## src/rtl/core/ldct_pkg.sv

```systemverilog
// ----------------------------------------------------------------------------
// ldct_pkg: shared types and constants of the lifting 8-point DCT
// Holds the pipeline control bundle, the output coefficient limits, the
// output scale table and the order in which coefficients leave the block.
// ----------------------------------------------------------------------------
package ldct_pkg;

	// Number of register stages from the input beat to the output register.
	localparam int NUM_STAGES = 12;

	// Output coefficient format.
	localparam int COEF_BITS = 16;
	localparam int COEF_MAX  = 32767;
	localparam int COEF_MIN  = -32768;

	// Output scale factors in Q30; each is rounded to the working fraction.
	localparam longint SCALE_Q30 [8] = '{
		64'sd379625062,
		64'sd547388835,
		64'sd581104888,
		64'sd645689156,
		64'sd759250125,
		64'sd446391849,
		64'sd496004047,
		64'sd526555088
	};

	// Which lifted value feeds each output coefficient.
	localparam int COEF_SRC [8] = '{0, 7, 3, 6, 1, 5, 2, 4};

	// Per-stage load strobes and valid flags shared by all datapath modules.
	typedef struct packed {
		logic [NUM_STAGES-1:0] load;
		logic [NUM_STAGES-1:0] valid;
	} pipe_ctl_t;

	// Rounds a Q30 constant to nearest at the given number of fraction bits.
	function automatic longint q30_to_f(input longint k30, input int frac);
		int sh;
		sh = 30 - frac;
		return (k30 + (longint'(1) << (sh - 1))) >>> sh;
	endfunction

endpackage

```

## src/rtl/core/ldct_ctl.sv

```systemverilog
// ----------------------------------------------------------------------------
// ldct_ctl: valid/ready chain of the transform pipeline
// Tracks a valid flag per stage and lets a stage load whenever it is empty
// or the stage after it moves, so bubbles are squeezed out during a stall.
// ----------------------------------------------------------------------------
module ldct_ctl (
	input  logic                clk,
	input  logic                arst_n,
	input  logic                in_valid,
	input  logic                out_ready,
	output logic                in_ready,
	output ldct_pkg::pipe_ctl_t ctl
);
	localparam int N = ldct_pkg::NUM_STAGES;

	logic [N-1:0] valid_q;
	logic [N:0]   rdy;
	logic [N-1:0] vin;

	always_comb begin
		rdy[N] = out_ready;
		for (int k = N - 1; k >= 0; k--) begin
			rdy[k] = !valid_q[k] || rdy[k+1];
		end
		vin[0] = in_valid;
		for (int k = 1; k < N; k++) begin
			vin[k] = valid_q[k-1];
		end
	end

	always_ff @(posedge clk or negedge arst_n) begin
		if (!arst_n) begin
			valid_q <= '0;
		end else begin
			for (int k = 0; k < N; k++) begin
				if (rdy[k]) begin
					valid_q[k] <= vin[k];
				end
			end
		end
	end

	assign in_ready  = rdy[0];
	assign ctl.load  = rdy[N-1:0] & vin;
	assign ctl.valid = valid_q;
endmodule

```

## config.mk

```make
export PLATFORM = sky130hd
export DESIGN_NAME = ldct_ctl
export DESIGN_NICKNAME = d
export VERILOG_FILES = /design/src/rtl/core/ldct_pkg.sv /design/src/rtl/core/ldct_ctl.sv
export SDC_FILE = /design/constraint.sdc
export NUM_CORES = 1
export LEC_CHECK = 0
export ABC_AREA = 1
export BUFFER_PORTS_ARGS = -buffer_cell sky130_fd_sc_hd__buf_2
export CORE_MARGIN = 2
export CORE_UTILIZATION = 30
export CTS_BUF_LIST = sky130_fd_sc_hd__clkbuf_16
export CTS_CLUSTER_DIAMETER = 50
export CTS_CLUSTER_SIZE = 14
export DETAILED_ROUTE_END_ITERATION = 8
export GPL_TIMING_DRIVEN = 0
export HOLD_SLACK_MARGIN = 0.1
export PLACE_DENSITY = 0.69
export SETUP_SLACK_MARGIN = 0.02
export SLEW_MARGIN = 0
export SYNTH_ARGS = -nofsm -noshare
export SYNTH_HDL_FRONTEND = slang
export SYNTH_SLANG_ARGS = --single-unit
```

## constraint.sdc

```tcl
create_clock -name clk -period 1.4 [get_ports clk]
set_input_delay 0.28 -clock clk [delete_from_list [all_inputs] [get_ports clk]]
set_output_delay 0.28 -clock clk [all_outputs]
set_load 0.01 [all_outputs]
```

==> impl_metrics.ini <==
[floorplan]
die_y_um = 47.8
start_util = 0.326
die_area_mm2 = 0.00228
std_cell_rows = 15
chipWidth_um = 47.8
ios = 29
core_mm2 = 0.00176

[power_and_ir_drop]
swShare = 0.329
vdd_ir_drop_max_v = 0.000937
pwr-share-clk = 0.309
power_per_cell_area_mw_per_mm2 = 1700
power_leakage_nw = 0.544
p_switching_mw = 0.547
p_seq_frac = 0.306
pwr-share-comb = 0.385
p_int_mw = 1.11
power.total_mw = 1.66

[yosys]
ys_warn_count = 0
yosysSeqAreaShare = 0.523
synth_nets = 72
synthesis.area_um2 = 574
synth_top_area_share = 0.523
synth_flop_cell = dfrtp_1
ys_ff_latch = 12
ys_types = 13
synth.top_cells.by_area = dfrtp_1 (52%), inv_1 (12%), nand2_1 (12%)
synth_enable_flop_cells = 0
async_flop_share = 1.00
synth_top_area_cell = dfrtp_1
syn_area_per_cell_um2 = 8.45
synthTopCellsByCount = inv_1 (18), nand2_1 (18), dfrtp_1 (12)
netlist_instances = 68

[layout]
top_register = valid_q
num-nets-final = 119
drive_above_1_share = 0.544
fin_cells = 139
final_util = 0.555
syn_to_final_growth_pct = 70.4
largest_reg_flops = 12
antennaDiodeCount = 0
top_regs = valid_q (12)
nFillCells = 174

[grt]
grt_pass1_vias = 504
grt_util_all_layers = 0.127
grt_max_degree = 13
grt_remaining_overflow = 0
antenna_found_initial = 0
grt_pass1_wl_mm = 1.94

[clocking]
cts_root_buffer = clkbuf_16
cts_sinks = 12
cts_tree = yes
clk_latency_ns = 0.24
h-tree-depth = 1
cts_buffer_depth = 2
cts_inserted_buffers = 3
cts.reportedPaths.clkPinSlew_ns = 0.04

[detailed_routing]
wire_per_inst_um = 9.78
viasPerCell = 4.11
drc_errors = 0
wirelength_mm = 1.36
dr_total_vias = 571
drtIter0Drc = 8
antenna_left = 0
dr.pass1.iters = 4

[status]
outcome = finished with violations
violations = setup timing

[min_path]
hp-class = input pin to flip-flop

[timing]
fmax_ghz = 0.526
worst_slew_pin_slew_ns = 0.261
fin_crit_ns = 1.90
worst_slack_ns = -0.501
drv_slew = 0
setup_viol = 12
hold_ws_ns = 0.253
finClkSkew_ns = 0.00305
finalHoldViolations = 0
rsz0062_at_grt = yes
slew_headroom = 0.826
setup_tns_ns = -3.50
finalCritPeriodShare = 1.36

[worst_setup_path]
worst_setup_path_start_kind = flip-flop
cp.arrival_ns = 1.62
critPathTopFamily = simple AND/OR/NAND/NOR gates
critPathKind = flip-flop to primary output
worst-path-max-fanout = 3
slowest_delay_ns = 0.38
worst_ep_required_time_ns = 1.12
cp_num_buf_inv = 1
crit_chain = nand4_4 -> nor2_4 -> nand4_1 -> nor2_2 -> nand4_1 -> nor2_1 -> nor2_1 -> buf_2
cp_slowest_cell = dfrtp_1
endpoint_kind = primary output

[flow_run]
cap_violations = 0

[placed_design]
gp_congestion = 0.739
placed_cells = 121
portBuffers = 28
hpwl_um = 943
==> stage by stage <==
stage | area [um^2] | setup slack (ns)
floorplan | 576 | -0.156
global placement | 747 | -0.338
detailed placement | 747 | -0.424
CTS | 911 | -0.554
global route | 978 | -0.614
finish | 978 | -0.501
==> cell usage in the layout (no fill, tap or decap) <==
cell type,n
nand2_1,14
nand4_4,1
nor2_4,3
dlygate4sd3_1,1
o21ai_0,2
buf_6,4
buf_2,27
dfrtp_1,11
nand4_2,1
inv_2,3
nor2_1,5
buf_4,10
nand3_4,1
nand4_1,2
nand2_2,6
nor2_2,2
inv_1,16
a21oi_1,1
dfrtp_2,1
clkbuf_16,3
==> worst reg2reg max path, stage by stage (launching register included) <==
cell     delay [ns]
dfrtp_1        0.38
nand4_4        0.13
nor2_4         0.13
nand2_2        0.08
nor2_4         0.12
nand3_4        0.10
nor2_4         0.15
nand2_2        0.07
nand2_2        0.06
nand2_1        0.04
==> routing by layer <==
metal / vias to the layer above / global-route usage / routed length [um]
met4: 0 / 0.0486 / 9
li1: 294 / - / -
met3: 2 / 0.0604 / 94
met5: - / 0 / 0
met1: 255 / 0.127 / 542
met2: 20 / 0.227 / 714
==> power groups by stage <==
stage | Sequential [mW] | Combinational (mW) | Clock (mW)
6_report | 0.509 | 0.639 | 0.513
5_1_grt | 0.516 | 0.707 | 0.546
4_1_cts | 0.503 | 0.561 | 0.524
3_5_place_dp | 0.518 | 0.451 | 0
3_3_place_gp | 0.513 | 0.440 | 0
2_1_floorplan | 0.548 | 0.225 | 0
==> logic make-up (layout without fill, tap and decap cells) <==
family,count (synthesis),count (layout),synth area share
simple gates,35,35,0.333
flops,12,12,0.523
compound gates,3,3,0.0261
buf+inv,18,64,0.118
==> layout make-up <==
class / instances / area [um^2] / area share
Tap cell: 25 / 31.3 / 0.0320
Sequential cell: 12 / 302 / 0.308
Timing Repair Buffer: 42 / 265 / 0.271
Multi-Input combinational cell: 38 / 234 / 0.239
Inverter: 18 / 67.6 / 0.0691
Clock buffer: 3 / 75.1 / 0.0767
Clock inverter: 1 / 3.75 / 0.00384
==> worst paths after layout <==
path	startpoint	endpoint	slack [ns]	depth (start not counted)
worst max-delay path	valid_q[9]$_DFFE_PN0P_	ctl[12]	-0.50	8
worst min-delay path	in_valid	valid_q[0]$_DFFE_PN0P_	0.25	3
worst max register to register	valid_q[9]$_DFFE_PN0P_	valid_q[2]$_DFFE_PN0P_	0.03	9
worst min register to register	valid_q[8]$_DFFE_PN0P_	valid_q[9]$_DFFE_PN0P_	0.53	2
max in group asynchronous	arst_n	valid_q[10]$_DFFE_PN0P_	0.72	2
min in group asynchronous	arst_n	valid_q[8]$_DFFE_PN0P_	0.45	2
==> repair_timing <==
item                                    in CTS  in global routing
hold buffers                                 1                  0
buffers inserted                             9                  5
endpoints found under the setup margin      13                 15
resized for setup                            4                 11
pin swaps                                    5                  4
hold endpoints to repair                    12                  0
Note: power is estimated with default switching activity, not from simulation.
