--- config.mk ---
export PLATFORM = sky130hd
export DESIGN_NAME = ldct_rot
export DESIGN_NICKNAME = d
export VERILOG_FILES = /design/src/rtl/core/ldct_pkg.sv /design/src/rtl/core/ldct_rot.sv
export SDC_FILE = /design/constraint.sdc
export NUM_CORES = 2
export LEC_CHECK = 0
export ABC_AREA = 0
export BUFFER_PORTS_ARGS = -buffer_cell sky130_fd_sc_hd__buf_2
export CAP_MARGIN = 20
export CORE_AREA = 3 3 405 407
export DETAILED_ROUTE_END_ITERATION = 8
export DIE_AREA = 0 0 408 410
export PLACE_DENSITY = 0.76
export SLEW_MARGIN = 20
export SYNTH_ARGS = -nofsm -noshare
export SYNTH_HDL_FRONTEND = slang
export SYNTH_SLANG_ARGS = --single-unit
--- constraint.sdc ---
create_clock -name clk -period 6 [get_ports clk]
set_clock_uncertainty 0.05 [all_clocks]
set_input_delay 1.2 -clock clk [delete_from_list [all_inputs] [get_ports clk]]
set_output_delay 1.2 -clock clk [all_outputs]
set_load 0.01 [all_outputs]
--- src/rtl/core/ldct_pkg.sv ---
// ----------------------------------------------------------------------------
// ldct_pkg: shared types and constants of the lifting 8-point DCT
// Holds the pipeline control bundle, the output coefficient limits, the
// output scale table and the order in which coefficients leave the block.
// ----------------------------------------------------------------------------
package ldct_pkg;

	// Number of register stages from the input beat to the output register.
	localparam int NUM_STAGES = 12;

	// Output coefficient format.
	localparam int COEF_BITS = 16;
	localparam int COEF_MAX  = 32767;
	localparam int COEF_MIN  = -32768;

	// Output scale factors in Q30; each is rounded to the working fraction.
	localparam longint SCALE_Q30 [8] = '{
		64'sd379625062,
		64'sd547388835,
		64'sd581104888,
		64'sd645689156,
		64'sd759250125,
		64'sd446391849,
		64'sd496004047,
		64'sd526555088
	};

	// Which lifted value feeds each output coefficient.
	localparam int COEF_SRC [8] = '{0, 7, 3, 6, 1, 5, 2, 4};

	// Per-stage load strobes and valid flags shared by all datapath modules.
	typedef struct packed {
		logic [NUM_STAGES-1:0] load;
		logic [NUM_STAGES-1:0] valid;
	} pipe_ctl_t;

	// Rounds a Q30 constant to nearest at the given number of fraction bits.
	function automatic longint q30_to_f(input longint k30, input int frac);
		int sh;
		sh = 30 - frac;
		return (k30 + (longint'(1) << (sh - 1))) >>> sh;
	endfunction

endpackage

--- src/rtl/core/ldct_rot.sv ---
// ----------------------------------------------------------------------------
// ldct_rot: even butterfly and three-step lifting rotation (stages 2 to 8)
// The even half is delayed alongside the odd lifting chain, which alternates
// a multiply stage with a round-and-add stage.
// ----------------------------------------------------------------------------
module ldct_rot #(
	parameter int DATA_BITS = 30,
	parameter int FRAC_BITS = 14
) (
	input  logic                        clk,
	input  ldct_pkg::pipe_ctl_t         ctl,
	input  logic signed [DATA_BITS-1:0] a_s1 [8],
	output logic signed [DATA_BITS-1:0] b_s8 [8]
);
	localparam int KW = FRAC_BITS + 1;
	localparam int PW = DATA_BITS + KW;
	localparam logic signed [KW-1:0] C13_32 = KW'(13 << (FRAC_BITS - 5));
	localparam logic signed [KW-1:0] C11_16 = KW'(11 << (FRAC_BITS - 4));
	localparam logic signed [PW-1:0] HALF   = PW'(longint'(1) << (FRAC_BITS - 1));

	logic signed [DATA_BITS-1:0] e_s2 [4], e_s3 [4], e_s4 [4], e_s5 [4], e_s6 [4], e_s7 [4];
	logic signed [DATA_BITS-1:0] a4_s2, a5_s2, a6_s2, a7_s2;
	logic signed [DATA_BITS-1:0] a4_s3, a6_s3, a7_s3, t1_s3;
	logic signed [DATA_BITS-1:0] a4_s4, a6_s4, a7_s4, t1_s4;
	logic signed [DATA_BITS-1:0] a4_s5, a7_s5, t1_s5, t2_s5;
	logic signed [DATA_BITS-1:0] a4_s6, a7_s6, t1_s6, t2_s6;
	logic signed [DATA_BITS-1:0] a4_s7, a7_s7, t2_s7, u_s7;
	logic signed [PW-1:0]        p1_s2, p2_s4, p3_s6;
	logic signed [PW-1:0]        p1_r, p2_r, p3_r;

	// Products rounded half up back to the working fraction.
	assign p1_r = p1_s2 + HALF;
	assign p2_r = p2_s4 + HALF;
	assign p3_r = p3_s6 + HALF;

	always_ff @(posedge clk) begin
		if (ctl.load[1]) begin
			e_s2[0] <= a_s1[0] + a_s1[3];
			e_s2[1] <= a_s1[1] + a_s1[2];
			e_s2[2] <= a_s1[1] - a_s1[2];
			e_s2[3] <= a_s1[0] - a_s1[3];
			a4_s2   <= a_s1[4];
			a5_s2   <= a_s1[5];
			a6_s2   <= a_s1[6];
			a7_s2   <= a_s1[7];
			p1_s2   <= C13_32 * a_s1[6];
		end
		if (ctl.load[2]) begin
			e_s3  <= e_s2;
			a4_s3 <= a4_s2;
			a6_s3 <= a6_s2;
			a7_s3 <= a7_s2;
			t1_s3 <= a5_s2 - p1_r[FRAC_BITS +: DATA_BITS];
		end
		if (ctl.load[3]) begin
			e_s4  <= e_s3;
			a4_s4 <= a4_s3;
			a6_s4 <= a6_s3;
			a7_s4 <= a7_s3;
			t1_s4 <= t1_s3;
			p2_s4 <= C11_16 * t1_s3;
		end
		if (ctl.load[4]) begin
			e_s5  <= e_s4;
			a4_s5 <= a4_s4;
			a7_s5 <= a7_s4;
			t1_s5 <= t1_s4;
			t2_s5 <= p2_r[FRAC_BITS +: DATA_BITS] + a6_s4;
		end
		if (ctl.load[5]) begin
			e_s6  <= e_s5;
			a4_s6 <= a4_s5;
			a7_s6 <= a7_s5;
			t1_s6 <= t1_s5;
			t2_s6 <= t2_s5;
			p3_s6 <= C13_32 * t2_s5;
		end
		if (ctl.load[6]) begin
			e_s7  <= e_s6;
			a4_s7 <= a4_s6;
			a7_s7 <= a7_s6;
			t2_s7 <= t2_s6;
			u_s7  <= p3_r[FRAC_BITS +: DATA_BITS] - t1_s6;
		end
		if (ctl.load[7]) begin
			b_s8[0] <= e_s7[0];
			b_s8[1] <= e_s7[1];
			b_s8[2] <= e_s7[2];
			b_s8[3] <= e_s7[3];
			b_s8[4] <= a4_s7 + u_s7;
			b_s8[5] <= a4_s7 - u_s7;
			b_s8[6] <= a7_s7 - t2_s7;
			b_s8[7] <= a7_s7 + t2_s7;
		end
	end
endmodule

==> impl_metrics.py <==
metrics = {
    "worst_hold_path": {
        "hold_depth": 0,
        "hold_start": "a4_s6[16]$_DFFE_PP_",
        "min_to": "a4_s7[16]$_DFFE_PP_",
        "hold_class": "reg -> reg",
    },
    "place": {
        "gp_congestion": 0.8984,
        "portBuffers": 487,
        "dp.cells": 8250,
        "dp_hpwl_um": 117300,
        "place_worst_setup_slack_ns": 0.4828,
    },
    "power_and_ir_drop": {
        "power.density_nw_per_um2": 544.3,
        "p_leak_nw": 36.17,
        "ir_drop_uv": 425.8,
        "power_w": 0.04960,
    },
    "floorplan": {
        "die_area_um2": 167300,
        "floorplan.initialDensity_pct": 49.96,
        "die_x_um": 408,
        "ios": 505,
        "rows": 147,
        "die_y_um": 410,
        "core_area_um2": 160600,
    },
    "global_routing": {
        "grt_use_total_pct": 19.10,
        "grt_pass1_vias": 45618,
        "overflow": 0,
        "grt_max_degree": 138,
        "grt_pass1_wl_um": 250400,
        "antenna_found_initial": 31,
    },
    "clock_tree": {
        "hold_buffers": 0,
        "cts.path.max_buffers": 3,
        "cts.sinks": 1757,
        "clkTransAtPathRegs_ns": 0.06,
        "worstSkewPairLatency_ns": 0.80,
        "htreeDepth": 4,
        "ctsResizeCount": 0,
        "cts_setup_buffers": 0,
        "cts_tree": "built",
        "numCtsBuffers": 174,
        "cts_root_buf": "clkbuf_16",
    },
    "drt": {
        "highest_layer": "met5",
        "wirelength_met1_um": 65960,
        "met3_length_um": 9504,
        "ant_nets": 0,
        "firstDrtPassIters": 6,
        "drt_iter0_drc": 3130,
        "drc_errors": 0,
        "wirelength_um": 160000,
        "dr_wl_met2_um": 80010,
        "vias": 44965,
        "wl_per_cell_um": 18.65,
        "routed_via_density": 5.241,
    },
    "critical_path": {
        "rr_endpoint": "p3_s6[36]$_DFFE_PP_",
        "cp-start-kind": "flop",
        "crit_chain": "ha_1 > ha_1 > fa_1 > ha_1 > a21o_1 > a21oi_1 > o21ai_1 > a31oi_1 > nor2b_1 > o41a_1 > a221oi_2 > o21ai_1 > a221oi_1 > xnor2_1",
        "crit_top_cell": "ha_1",
        "slowest_stage": "fa_1",
        "reg2reg_slack_ns": 1.24,
        "critical_path_depth": 14,
        "rr_worst_depth": 14,
        "worstPathMaxFanout": 4,
        "critical_path.top_delay_family": "compound AO/OA/AOI/OAI gates",
        "arrival_ns": 5.25,
        "slowest_delay_ns": 0.48,
        "critPathKind": "reg -> reg",
        "path_buf_inv": 0,
        "rr_startpoint": "t2_s5[2]$_DFFE_PP_",
        "end_kind": "flop",
        "crit_required_ns": 6.49,
    },
    "finish": {
        "final_cells": 8580,
        "multi_input_area_um2": 24590,
        "layout_commonest_cell": "edfxtp_1",
        "postLayoutCoreUtil_pct": 56.75,
        "layout_common_cells": "edfxtp_1 (1757), inv_1 (645), ha_1 (565), buf_2 (480), a21oi_1 (365)",
        "area.sequential_um2": 52760,
        "fillers": 12590,
        "area_growth_syn_to_layout_pct": 13.58,
        "drive_gt1_share_pct": 12.58,
        "nets": 7193,
    },
    "status": {
        "status": "completed",
    },
    "logic_synthesis": {
        "syn_avg_cell_area_um2": 14.10,
        "synthCells": 5690,
        "syn-num-nets": 6617,
        "syn_area_um2": 80230,
        "synth_edf_count": 1757,
        "synth.distinct_cells": 80,
        "synthFlopType": "edfxtp_1",
        "ys_ff_latch": 1757,
        "synth-seq-area-share_pct": 65.77,
        "ys_warn_count": 0,
        "synthArstFlopShare_pct": 0,
    },
    "sta": {
        "worst_slew_pin_slew_ns": 1.010,
        "final_hold_viol_count": 0,
        "setup_slack_ns": 1.239,
        "fmax_mhz": 210.0,
        "period_share_pct": 79.36,
        "relSlewSlack_pct": 32.06,
        "finalSetupViolCount": 0,
        "slew_viol_final": 0,
        "period_needed_ns": 4.761,
        "setup_tns_ns": 0,
        "grt_setup_unrepaired": "false",
    },
    "run": {
        "timing.max_cap.violations": 0,
    },
}
## cells by family after synthesis
kind of cell / count (synthesis) / share of synthesized area [%]
flops: 1757 / 65.77
xor+xnor: 471 / 5.142
buf+inv: 758 / 3.582
mux: 3 / 0.03743
compound gates: 1026 / 8.222
simple gates: 1013 / 6.019
fa+ha+maj: 662 / 11.23
## power by group
part,internal (W),switching (W),total (W)
Combinational,0.00880,0.0118,0.0206
Sequential,0.0171,0.00117,0.0183
Clock,0.00611,0.00463,0.0107
## per-layer routing
layer	vias to the layer above	GRT usage (%)
li1	21857	-
met1	21592	23.77
met2	1200	33.47
met3	298	3.990
met4	18	5.937
met5	-	0
## Yosys cell counts, drive strengths merged (22+ instances only)
cell type  number  area share [%]
nand4          50            0.39
a31oi          37            0.29
nor3           75            0.47
nor2          351             1.6
a21o          129             1.2
fa             97             2.4
o31ai          29            0.28
ha            565             8.8
nor4           29            0.23
xnor2         351             3.8
and3           40            0.31
edfxtp       1757              66
o21a           27            0.25
a21oi         365             2.3
o211ai         22            0.21
nor2b          46            0.36
a211oi         36            0.35
o21bai         55            0.51
inv           645             3.0
nand2b         53            0.41
clkbuf         92            0.43
o21ai         170             1.1
nand2         195            0.91
nand3          94            0.59
xor2          120             1.3
## flip-flops by register name, summed over array words and instances (netlist names), 118 cells and up
register	flops
e_s2	118
e_s7	118
e_s6	118
e_s5	118
e_s4	118
b_s8	236
e_s3	118
## worst max-delay path by stage
stage	startpoint	end	slack [ns]
4_1_cts	t2_s5[2]$_DFFE_PP_	p3_s6[36]$_DFFE_PP_	1.27
2_1_floorplan	a_s1[38]	p1_s2[43]$_DFFE_PP_	1.29
3_3_place_gp	a_s1[38]	p1_s2[43]$_DFFE_PP_	0.58
6_report	t2_s5[2]$_DFFE_PP_	p3_s6[36]$_DFFE_PP_	1.24
5_1_grt	p2_s4[15]$_DFFE_PP_	t2_s5[27]$_DFFE_PP_	0.97
3_5_place_dp	a_s1[38]	p1_s2[43]$_DFFE_PP_	0.48
## worst register-to-register path, cell delays in order, from the launching register on
cell,delay (ns)
edfxtp_1,0.45
ha_1,0.33
ha_1,0.32
fa_1,0.48
ha_1,0.37
a21o_1,0.21
a21oi_1,0.28
o21ai_1,0.14
a31oi_1,0.38
nor2b_1,0.13
o41a_1,0.37
a221oi_2,0.35
o21ai_1,0.20
a221oi_1,0.37
xnor2_1,0.10
## per-stage QoR
stage | hold WS (ns) | area [µm²]
final | 0.3231 | 91120
after global routing | 0.3487 | 91100
after CTS | 0.3316 | 91100
after detailed placement | 0.3545 | 85310
after global placement | 0.3502 | 85310
after floorplan | 0.3503 | 80230
## layout make-up
| class | count | area share (%) |
|---|---|---|
| Multi-Input combinational cell | 3175 | 26.99 |
| Tap cell | 2160 | 2.966 |
| Clock buffer | 196 | 4.916 |
| Sequential cell | 1757 | 57.90 |
| Antenna cell | 11 | 0.03021 |
| Inverter | 650 | 2.678 |
| Timing Repair Buffer | 508 | 3.089 |
| Clock inverter | 123 | 1.435 |
Note: power is estimated with default switching activity, not from simulation.
